==> src/ptoq_pkg.sv <==
// ptoq_pkg: shared types and constants for the pulse train obstruction qualifier.
// No dependencies; imported by every module of the block.
package ptoq_pkg;

    localparam int TICK_W  = 32;
    localparam int CNT_W   = 5;
    localparam int CFG_W   = 24;
    localparam int CIDX_W  = 8;

    localparam logic [CNT_W-1:0] PULSE_SAT = 5'd31;

    // configuration register indexes
    localparam logic [CIDX_W-1:0] REG_WINDOW_TICKS  = 8'd0;
    localparam logic [CIDX_W-1:0] REG_HIGH_TIMEOUT  = 8'd1;
    localparam logic [CIDX_W-1:0] REG_MIN_PULSES    = 8'd2;
    localparam logic [CIDX_W-1:0] REG_MAX_PULSES    = 8'd3;

    // configuration reset values
    localparam logic [CFG_W-1:0] WINDOW_TICKS_RST = 24'd50000;
    localparam logic [CFG_W-1:0] HIGH_TIMEOUT_RST = 24'd70000;
    localparam logic [CNT_W-1:0] MIN_PULSES_RST   = 5'd3;
    localparam logic [CNT_W-1:0] MAX_PULSES_RST   = 5'd8;

    typedef enum logic [1:0] {
        ST_CLEAR      = 2'd0,
        ST_OBSTRUCTED = 2'd1,
        ST_UNKNOWN    = 2'd2
    } sensor_state_t;

    typedef struct packed {
        logic [CFG_W-1:0] window_ticks;
        logic [CFG_W-1:0] high_timeout_ticks;
        logic [CNT_W-1:0] min_pulses;
        logic [CNT_W-1:0] max_pulses;
    } cfg_t;

    typedef struct packed {
        sensor_state_t state;
        logic          changed;
    } result_t;

endpackage

==> src/ptoq_cfg.sv <==
// ptoq_cfg: configuration register file of the obstruction qualifier.
// Depends on ptoq_pkg.
module ptoq_cfg
    import ptoq_pkg::*;
(
    input  logic              clk,
    input  logic              rst_n,
    input  logic              wr_en,
    input  logic [CIDX_W-1:0] wr_index,
    input  logic [CFG_W-1:0]  wr_data,
    output cfg_t              cfg
);

    cfg_t cfg_reg;
    cfg_t cfg_next;

    always_comb
    begin
        cfg_next = cfg_reg;
        if (wr_en)
        begin
            case (wr_index)
                REG_WINDOW_TICKS: cfg_next.window_ticks       = wr_data;
                REG_HIGH_TIMEOUT: cfg_next.high_timeout_ticks = wr_data;
                REG_MIN_PULSES:   cfg_next.min_pulses         = wr_data[CNT_W-1:0];
                REG_MAX_PULSES:   cfg_next.max_pulses         = wr_data[CNT_W-1:0];
                default:          cfg_next = cfg_reg;
            endcase
        end
    end

    always_ff @(posedge clk or negedge rst_n)
    begin
        if (!rst_n)
        begin
            cfg_reg.window_ticks       <= WINDOW_TICKS_RST;
            cfg_reg.high_timeout_ticks <= HIGH_TIMEOUT_RST;
            cfg_reg.min_pulses         <= MIN_PULSES_RST;
            cfg_reg.max_pulses         <= MAX_PULSES_RST;
        end
        else
        begin
            cfg_reg <= cfg_next;
        end
    end

    assign cfg = cfg_reg;

endmodule

==> src/ptoq_eval.sv <==
// ptoq_eval: edge detection, pulse counting and window judgement, one sample per step.
// Depends on ptoq_pkg.
module ptoq_eval
    import ptoq_pkg::*;
(
    input  logic    clk,
    input  logic    rst_n,
    input  logic    step,
    input  logic    level,
    input  cfg_t    cfg,
    output result_t result
);

    logic [TICK_W-1:0] tick_reg,       tick_next;
    logic [TICK_W-1:0] win_start_reg,  win_start_next;
    logic [TICK_W-1:0] last_high_reg,  last_high_next;
    logic [CNT_W-1:0]  pulse_cnt_reg,  pulse_cnt_next;
    logic              armed_reg,      armed_next;
    logic              prev_level_reg, prev_level_next;
    sensor_state_t     state_reg,      state_next;

    logic              rise;
    logic              fall;
    logic [CNT_W-1:0]  cnt_edge;
    logic              armed_edge;
    logic [TICK_W-1:0] elapsed;
    logic [TICK_W-1:0] high_age;
    logic              judge;
    logic              in_range;
    logic              obstructed;

    always_comb
    begin
        rise = level & ~prev_level_reg;
        fall = ~level & prev_level_reg;

        last_high_next = rise ? tick_reg : last_high_reg;
        cnt_edge       = (fall && (pulse_cnt_reg != PULSE_SAT)) ? pulse_cnt_reg + 5'd1
                                                                : pulse_cnt_reg;
        armed_edge     = armed_reg | fall;

        // differences wrap modulo 2^32
        elapsed  = tick_reg - win_start_reg;
        high_age = tick_reg - last_high_next;

        judge      = armed_edge && (elapsed > {{(TICK_W-CFG_W){1'b0}}, cfg.window_ticks});
        in_range   = (cnt_edge >= cfg.min_pulses) && (cnt_edge <= cfg.max_pulses);
        obstructed = (cnt_edge == '0) && level &&
                     (high_age > {{(TICK_W-CFG_W){1'b0}}, cfg.high_timeout_ticks});

        state_next     = state_reg;
        win_start_next = win_start_reg;
        pulse_cnt_next = cnt_edge;
        if (judge)
        begin
            if (in_range)
                state_next = ST_CLEAR;
            else if (obstructed)
                state_next = ST_OBSTRUCTED;
            win_start_next = tick_reg;
            pulse_cnt_next = '0;
        end

        armed_next      = armed_edge;
        prev_level_next = level;
        tick_next       = tick_reg + 32'd1;
    end

    always_comb
    begin
        result.state   = state_next;
        result.changed = (state_next != state_reg);
    end

    always_ff @(posedge clk or negedge rst_n)
    begin
        if (!rst_n)
        begin
            tick_reg       <= '0;
            win_start_reg  <= '0;
            last_high_reg  <= '0;
            pulse_cnt_reg  <= '0;
            armed_reg      <= 1'b0;
            prev_level_reg <= 1'b0;
            state_reg      <= ST_UNKNOWN;
        end
        else if (step)
        begin
            tick_reg       <= tick_next;
            win_start_reg  <= win_start_next;
            last_high_reg  <= last_high_next;
            pulse_cnt_reg  <= pulse_cnt_next;
            armed_reg      <= armed_next;
            prev_level_reg <= prev_level_next;
            state_reg      <= state_next;
        end
    end

endmodule

==> src/pulse_train_obstruction_qualifier.sv <==
// Pulse train obstruction qualifier. One line sample is taken per transfer and
// yields exactly one result (sensor state and changed flag). Samples pass an input
// register, combinational evaluation logic and a result register, so a new sample is
// taken every cycle unless the output stalls; the result register plus the input
// register let one more sample in while a result is stalled. Configuration is
// written through the cfg port (index 0 window, 1 high timeout, 2 min, 3 max pulses)
// while the block is idle (user's rule, unenforced); other index writes are ignored.
// Depends on ptoq_pkg, ptoq_cfg, ptoq_eval.
module pulse_train_obstruction_qualifier
    import ptoq_pkg::*;
(
    input  logic              clk,
    input  logic              rst_n,
    input  logic              in_valid,
    output logic              in_stall,
    input  logic              line_level,
    output logic              out_valid,
    input  logic              out_stall,
    output logic [1:0]        sensor_state,
    output logic              state_changed,
    input  logic              cfg_valid,
    output logic              cfg_ready,
    input  logic [CIDX_W-1:0] cfg_index,
    input  logic [CFG_W-1:0]  cfg_data
);

    cfg_t    cfg;
    result_t eval_result;

    logic    in_valid_reg;
    logic    in_valid_next;
    logic    level_reg;
    logic    out_valid_reg;
    logic    out_valid_next;
    result_t out_reg;
    logic    advance;
    logic    in_take;

    assign cfg_ready = 1'b1;

    ptoq_cfg u_cfg (
        .clk      (clk),
        .rst_n    (rst_n),
        .wr_en    (cfg_valid & cfg_ready),
        .wr_index (cfg_index),
        .wr_data  (cfg_data),
        .cfg      (cfg)
    );

    // input stage moves into the result register when that one is free or draining
    assign advance  = in_valid_reg && (!out_valid_reg || !out_stall);
    assign in_stall = in_valid_reg && !advance;
    assign in_take  = in_valid && !in_stall;

    ptoq_eval u_eval (
        .clk    (clk),
        .rst_n  (rst_n),
        .step   (advance),
        .level  (level_reg),
        .cfg    (cfg),
        .result (eval_result)
    );

    always_comb
    begin
        in_valid_next  = in_take ? 1'b1 : (advance ? 1'b0 : in_valid_reg);
        out_valid_next = advance ? 1'b1 : ((out_valid_reg && !out_stall) ? 1'b0
                                                                         : out_valid_reg);
    end

    always_ff @(posedge clk or negedge rst_n)
    begin
        if (!rst_n)
        begin
            in_valid_reg  <= 1'b0;
            out_valid_reg <= 1'b0;
        end
        else
        begin
            in_valid_reg  <= in_valid_next;
            out_valid_reg <= out_valid_next;
        end
    end

    always_ff @(posedge clk)
    begin
        if (in_take)
            level_reg <= line_level;
        if (advance)
            out_reg <= eval_result;
    end

    assign out_valid     = out_valid_reg;
    assign sensor_state  = out_reg.state;
    assign state_changed = out_reg.changed;

endmodule

==> config.mk <==
export PLATFORM = sky130hd
export DESIGN_NAME = pulse_train_obstruction_qualifier
export DESIGN_NICKNAME = d
export VERILOG_FILES = /design/src/ptoq_pkg.sv /design/src/ptoq_cfg.sv /design/src/ptoq_eval.sv /design/src/pulse_train_obstruction_qualifier.sv
export SDC_FILE = /design/constraint.sdc
export NUM_CORES = 1
export LEC_CHECK = 0
export BUFFER_PORTS_ARGS = -buffer_cell sky130_fd_sc_hd__clkbuf_2
export CORE_MARGIN = 4
export CORE_UTILIZATION = 57
export DETAILED_ROUTE_END_ITERATION = 8
export GPL_TIMING_DRIVEN = 0
export PLACE_DENSITY = 0.77
export REMOVE_ABC_BUFFERS = 1
export SYNTH_ARGS = -nofsm -noshare
export SYNTH_HDL_FRONTEND = slang
export SYNTH_SLANG_ARGS = --single-unit
==> constraint.sdc <==
create_clock -name clk -period 5.3 [get_ports clk]
set_input_delay 1.06 -clock clk [delete_from_list [all_inputs] [get_ports clk]]
set_output_delay 1.06 -clock clk [all_outputs]
set_load 0.03 [all_outputs]
==> flow_summary.yaml <==
run_status:
  status: "complete, but fails checks"
  violations: "setup timing"
setup_path:
  endpoint_kind: "register"
  critPathKind: "reg2reg"
  cp.buffers_inverters: 4
  cpPeakStageDelay_ns: 0.42
  crit_family: "compound AO/OA/AOI/OAI gates"
  cp-start-kind: "register"
  critPathMaxFanout: 5
  critPathArrivalTime_ns: 5.82
  timing.rr.start: "u_eval.tick_reg[0]"
  r2r_cells: 23
  required_ns: 5.62
  startpoint: "u_eval.tick_reg[0]"
  path_cells: "inv_2, ha_4, inv_2, fa_2, a211oi_4, o211ai_1, a221oi_4, o21ai_2, nand3_1, nand2_1, xor2_1, ha_1, a21o_1, a221o_1, a221o_1, a211oi_2, a31oi_4, nor4_4, nand4_4, o211ai_4, buf_6, buf_12, mux2_4"
  crit_cells: 23
  cpMaxStageDelayCell: "a221o_1"
clock_tree:
  hold_buffers: 0
  cts_tree: "yes"
  clkTransAtPathRegs_ns: 0.08
  cts_buffer_depth: 2
  cts_sinks: 169
  clock_latency_ns: 0.45
  cts-root-buf: "clkbuf_16"
  cts_buffers: 17
  htreeDepth: 4
detailed_routing:
  wl_met1_um: 13600
  route.met3.wl_um: 1700
  routed_wl_um: 31100
  drt_iter0_drc: 751
  wl_per_cell_um: 18.8
  drc_errors: 0
  vias_per_cell: 6.09
  vias: 10100
  postRouteAntennaNets: 0
  maxUsedRoutingLayer: "met4"
  drtPass1Iterations: 5
  wl_met2_um: 14600
global_routing:
  grt_pass1_wl_um: 49500
  overflow: 0
  grt_max_degree: 94
  antenna_found_initial: 0
  grt_pass1_vias: 9800
  track_usage_pct: 25.6
die:
  fp.dieArea_um2: 24000
  fp.dieH_um: 155
  die_w_um: 155
  num_io_pins: 44
  core_um2: 21100
  row_count: 53
  initial_core_util_pct: 58.2
yosys:
  synthTopCellsByArea: "dfrtp_1 (30%), ha_1 (12%), mux2_2 (6.7%)"
  syn_inst: 1285
  synth_common_cells: "dfrtp_1 (149), ha_1 (119), nand2_1 (114)"
  yosysWarnings: 0
  syn_area_per_cell_um2: 9.56
  yosysSeqAreaShare_pct: 34.8
  synth_most_common_cell: "dfrtp_1"
  netlist_area_um2: 12300
  synth.top_cell.area_share_pct: 30.4
  synthDistinctLibCells: 85
  synth_flop_cell: "dfrtp_1"
  synth_edf_count: 4
  synthArstFlopShare_pct: 97.6
  yosys.area.top_type: "dfrtp_1"
  synth-seq-cells: 169
timing:
  post-route-min-period_ns: 5.50
  fin_skew_ns: 0.0153
  setup_viol: 41
  period_share_pct: 104
  maxSlewHeadroom_pct: 26.4
  grt_setup_unrepaired: "true"
  maxSlewViolCount: 0
  finalHoldViolations: 0
  setup_ws_ns: -0.205
  worstMarginPinSlew_ns: 1.10
  fmax_mhz: 182
layout:
  largest_reg_flops: 58
  multiInputGateArea_um2: 7760
  insertedDiodeCount: 0
  nets: 1525
  area_growth_pct: 15.6
  drive_above_1_share_pct: 23.3
  regArea_um2: 4270
  fillers: 1549
  final_area_um2: 14200
power:
  fin_total_pwr_uw: 6990
  leakagePower_uw: 0.00699
  power_density_nw_per_um2: 493
  vdd_drop_max_v: 0.000323
hold_path:
  hold_path_class: "reg2reg"
  hold_path_depth: 2
  worstHoldStart: "u_eval.state_reg[1]"
place:
  port_buffers: 42
  gp_congestion: 0.914
  place_area_um2: 12800
  hpwl_um: 21200
  place_ws_ns: -1.14
run:
  max_cap_violations: 0
## logic make-up (layout without fill, tap and decap cells)
| group | Yosys count | count (layout) | share of synthesized area, % |
|---|---|---|---|
| AO/OA/AOI/OAI | 304 | 304 | 16.1 |
| buffers and inverters | 146 | 240 | 5.04 |
| flip-flops | 169 | 169 | 34.8 |
| AND/OR/NAND/NOR | 327 | 328 | 13.1 |
| XOR/XNOR | 89 | 89 | 6.35 |
| multiplexers | 127 | 127 | 12.2 |
| other | 1 | 1 | 0.0305 |
| adder cells (fa/ha/maj) | 122 | 122 | 12.5 |
## report_power, final
group	internal, uW	total (uW)	switching (uW)
clock network	674	1250	579
logic	1980	4210	2230
registers	1410	1530	121
total	4060	6990	2930
## metal layers
layer  GRT usage, %  vias up
met3           4.36       75
met1           34.3     4868
li1               -     4768
met5              0        -
met2           41.0      365
met4           11.4        0
## tightest hold or removal path: stages (launching register included)
cell	delay, ns
dfstp_2	0.36
inv_1	0.08
nor2_1	0.05
## metrics by stage
stage	utilization (%)	setup TNS (ns)	hold slack, ns	instances
6_report	67.3	-5.98	0.491	1655
5_1_grt	67.3	-12.24	0.515	1655
4_1_cts	66.0	-7.79	0.496	1645
3_5_place_dp	60.5	-39.31	0.484	1570
3_3_place_gp	59.8	-81.40	0.466	1564
2_1_floorplan	-	-2.40	0.450	1247
## path summary, 6_finish.rpt
kind                                           end  slack [ns]
max in group asynchronous            u_cfg.cfg[49]        3.81
min                            u_eval.state_reg[1]        0.49
min reg2reg                    u_eval.state_reg[1]        0.49
max reg2reg                u_eval.win_start_reg[5]       -0.20
min in group asynchronous             u_cfg.cfg[1]        0.62
max                        u_eval.win_start_reg[5]       -0.20
## layout by cell type, fill, tap and decap left out, drive strengths merged, types with 8 or more instances in the layout
master	netlist	final
xnor2	57	57
mux2i	28	28
nand4	20	20
nor3	19	19
nand2	116	116
a31oi	9	9
xor2	32	32
and3	15	15
o21bai	10	10
nor2	53	53
o31ai	9	9
o21a	9	9
inv	108	116
o211ai	15	15
o21ai	83	83
nor2b	25	25
clkbuf	24	61
a21o	31	31
a21boi	8	8
dfrtp	149	149
and2	8	8
ha	119	119
dfstp	16	16
nand3	36	36
mux2	99	99
a21oi	82	82
buf	14	58
nand2b	8	9
## area by class of cell
cell class / count / share of cell area [%]
timing repair buffer: 100 / 5.90
tap: 275 / 2.42
clock buffer: 19 / 3.12
multi-input combinational: 971 / 54.7
sequential: 169 / 30.1
clock inverter: 13 / 0.934
inverter: 108 / 2.86
## what timing repair did
action | 4_1_cts | 5_1_grt
pin swaps | 26 | 33
setup endpoints to repair | 42 | 42
setup buffers | 39 | 13
gates cloned | 4 | 0
resized for setup | 44 | 56
No activity file was read; power rests on OpenSTA's default activity.
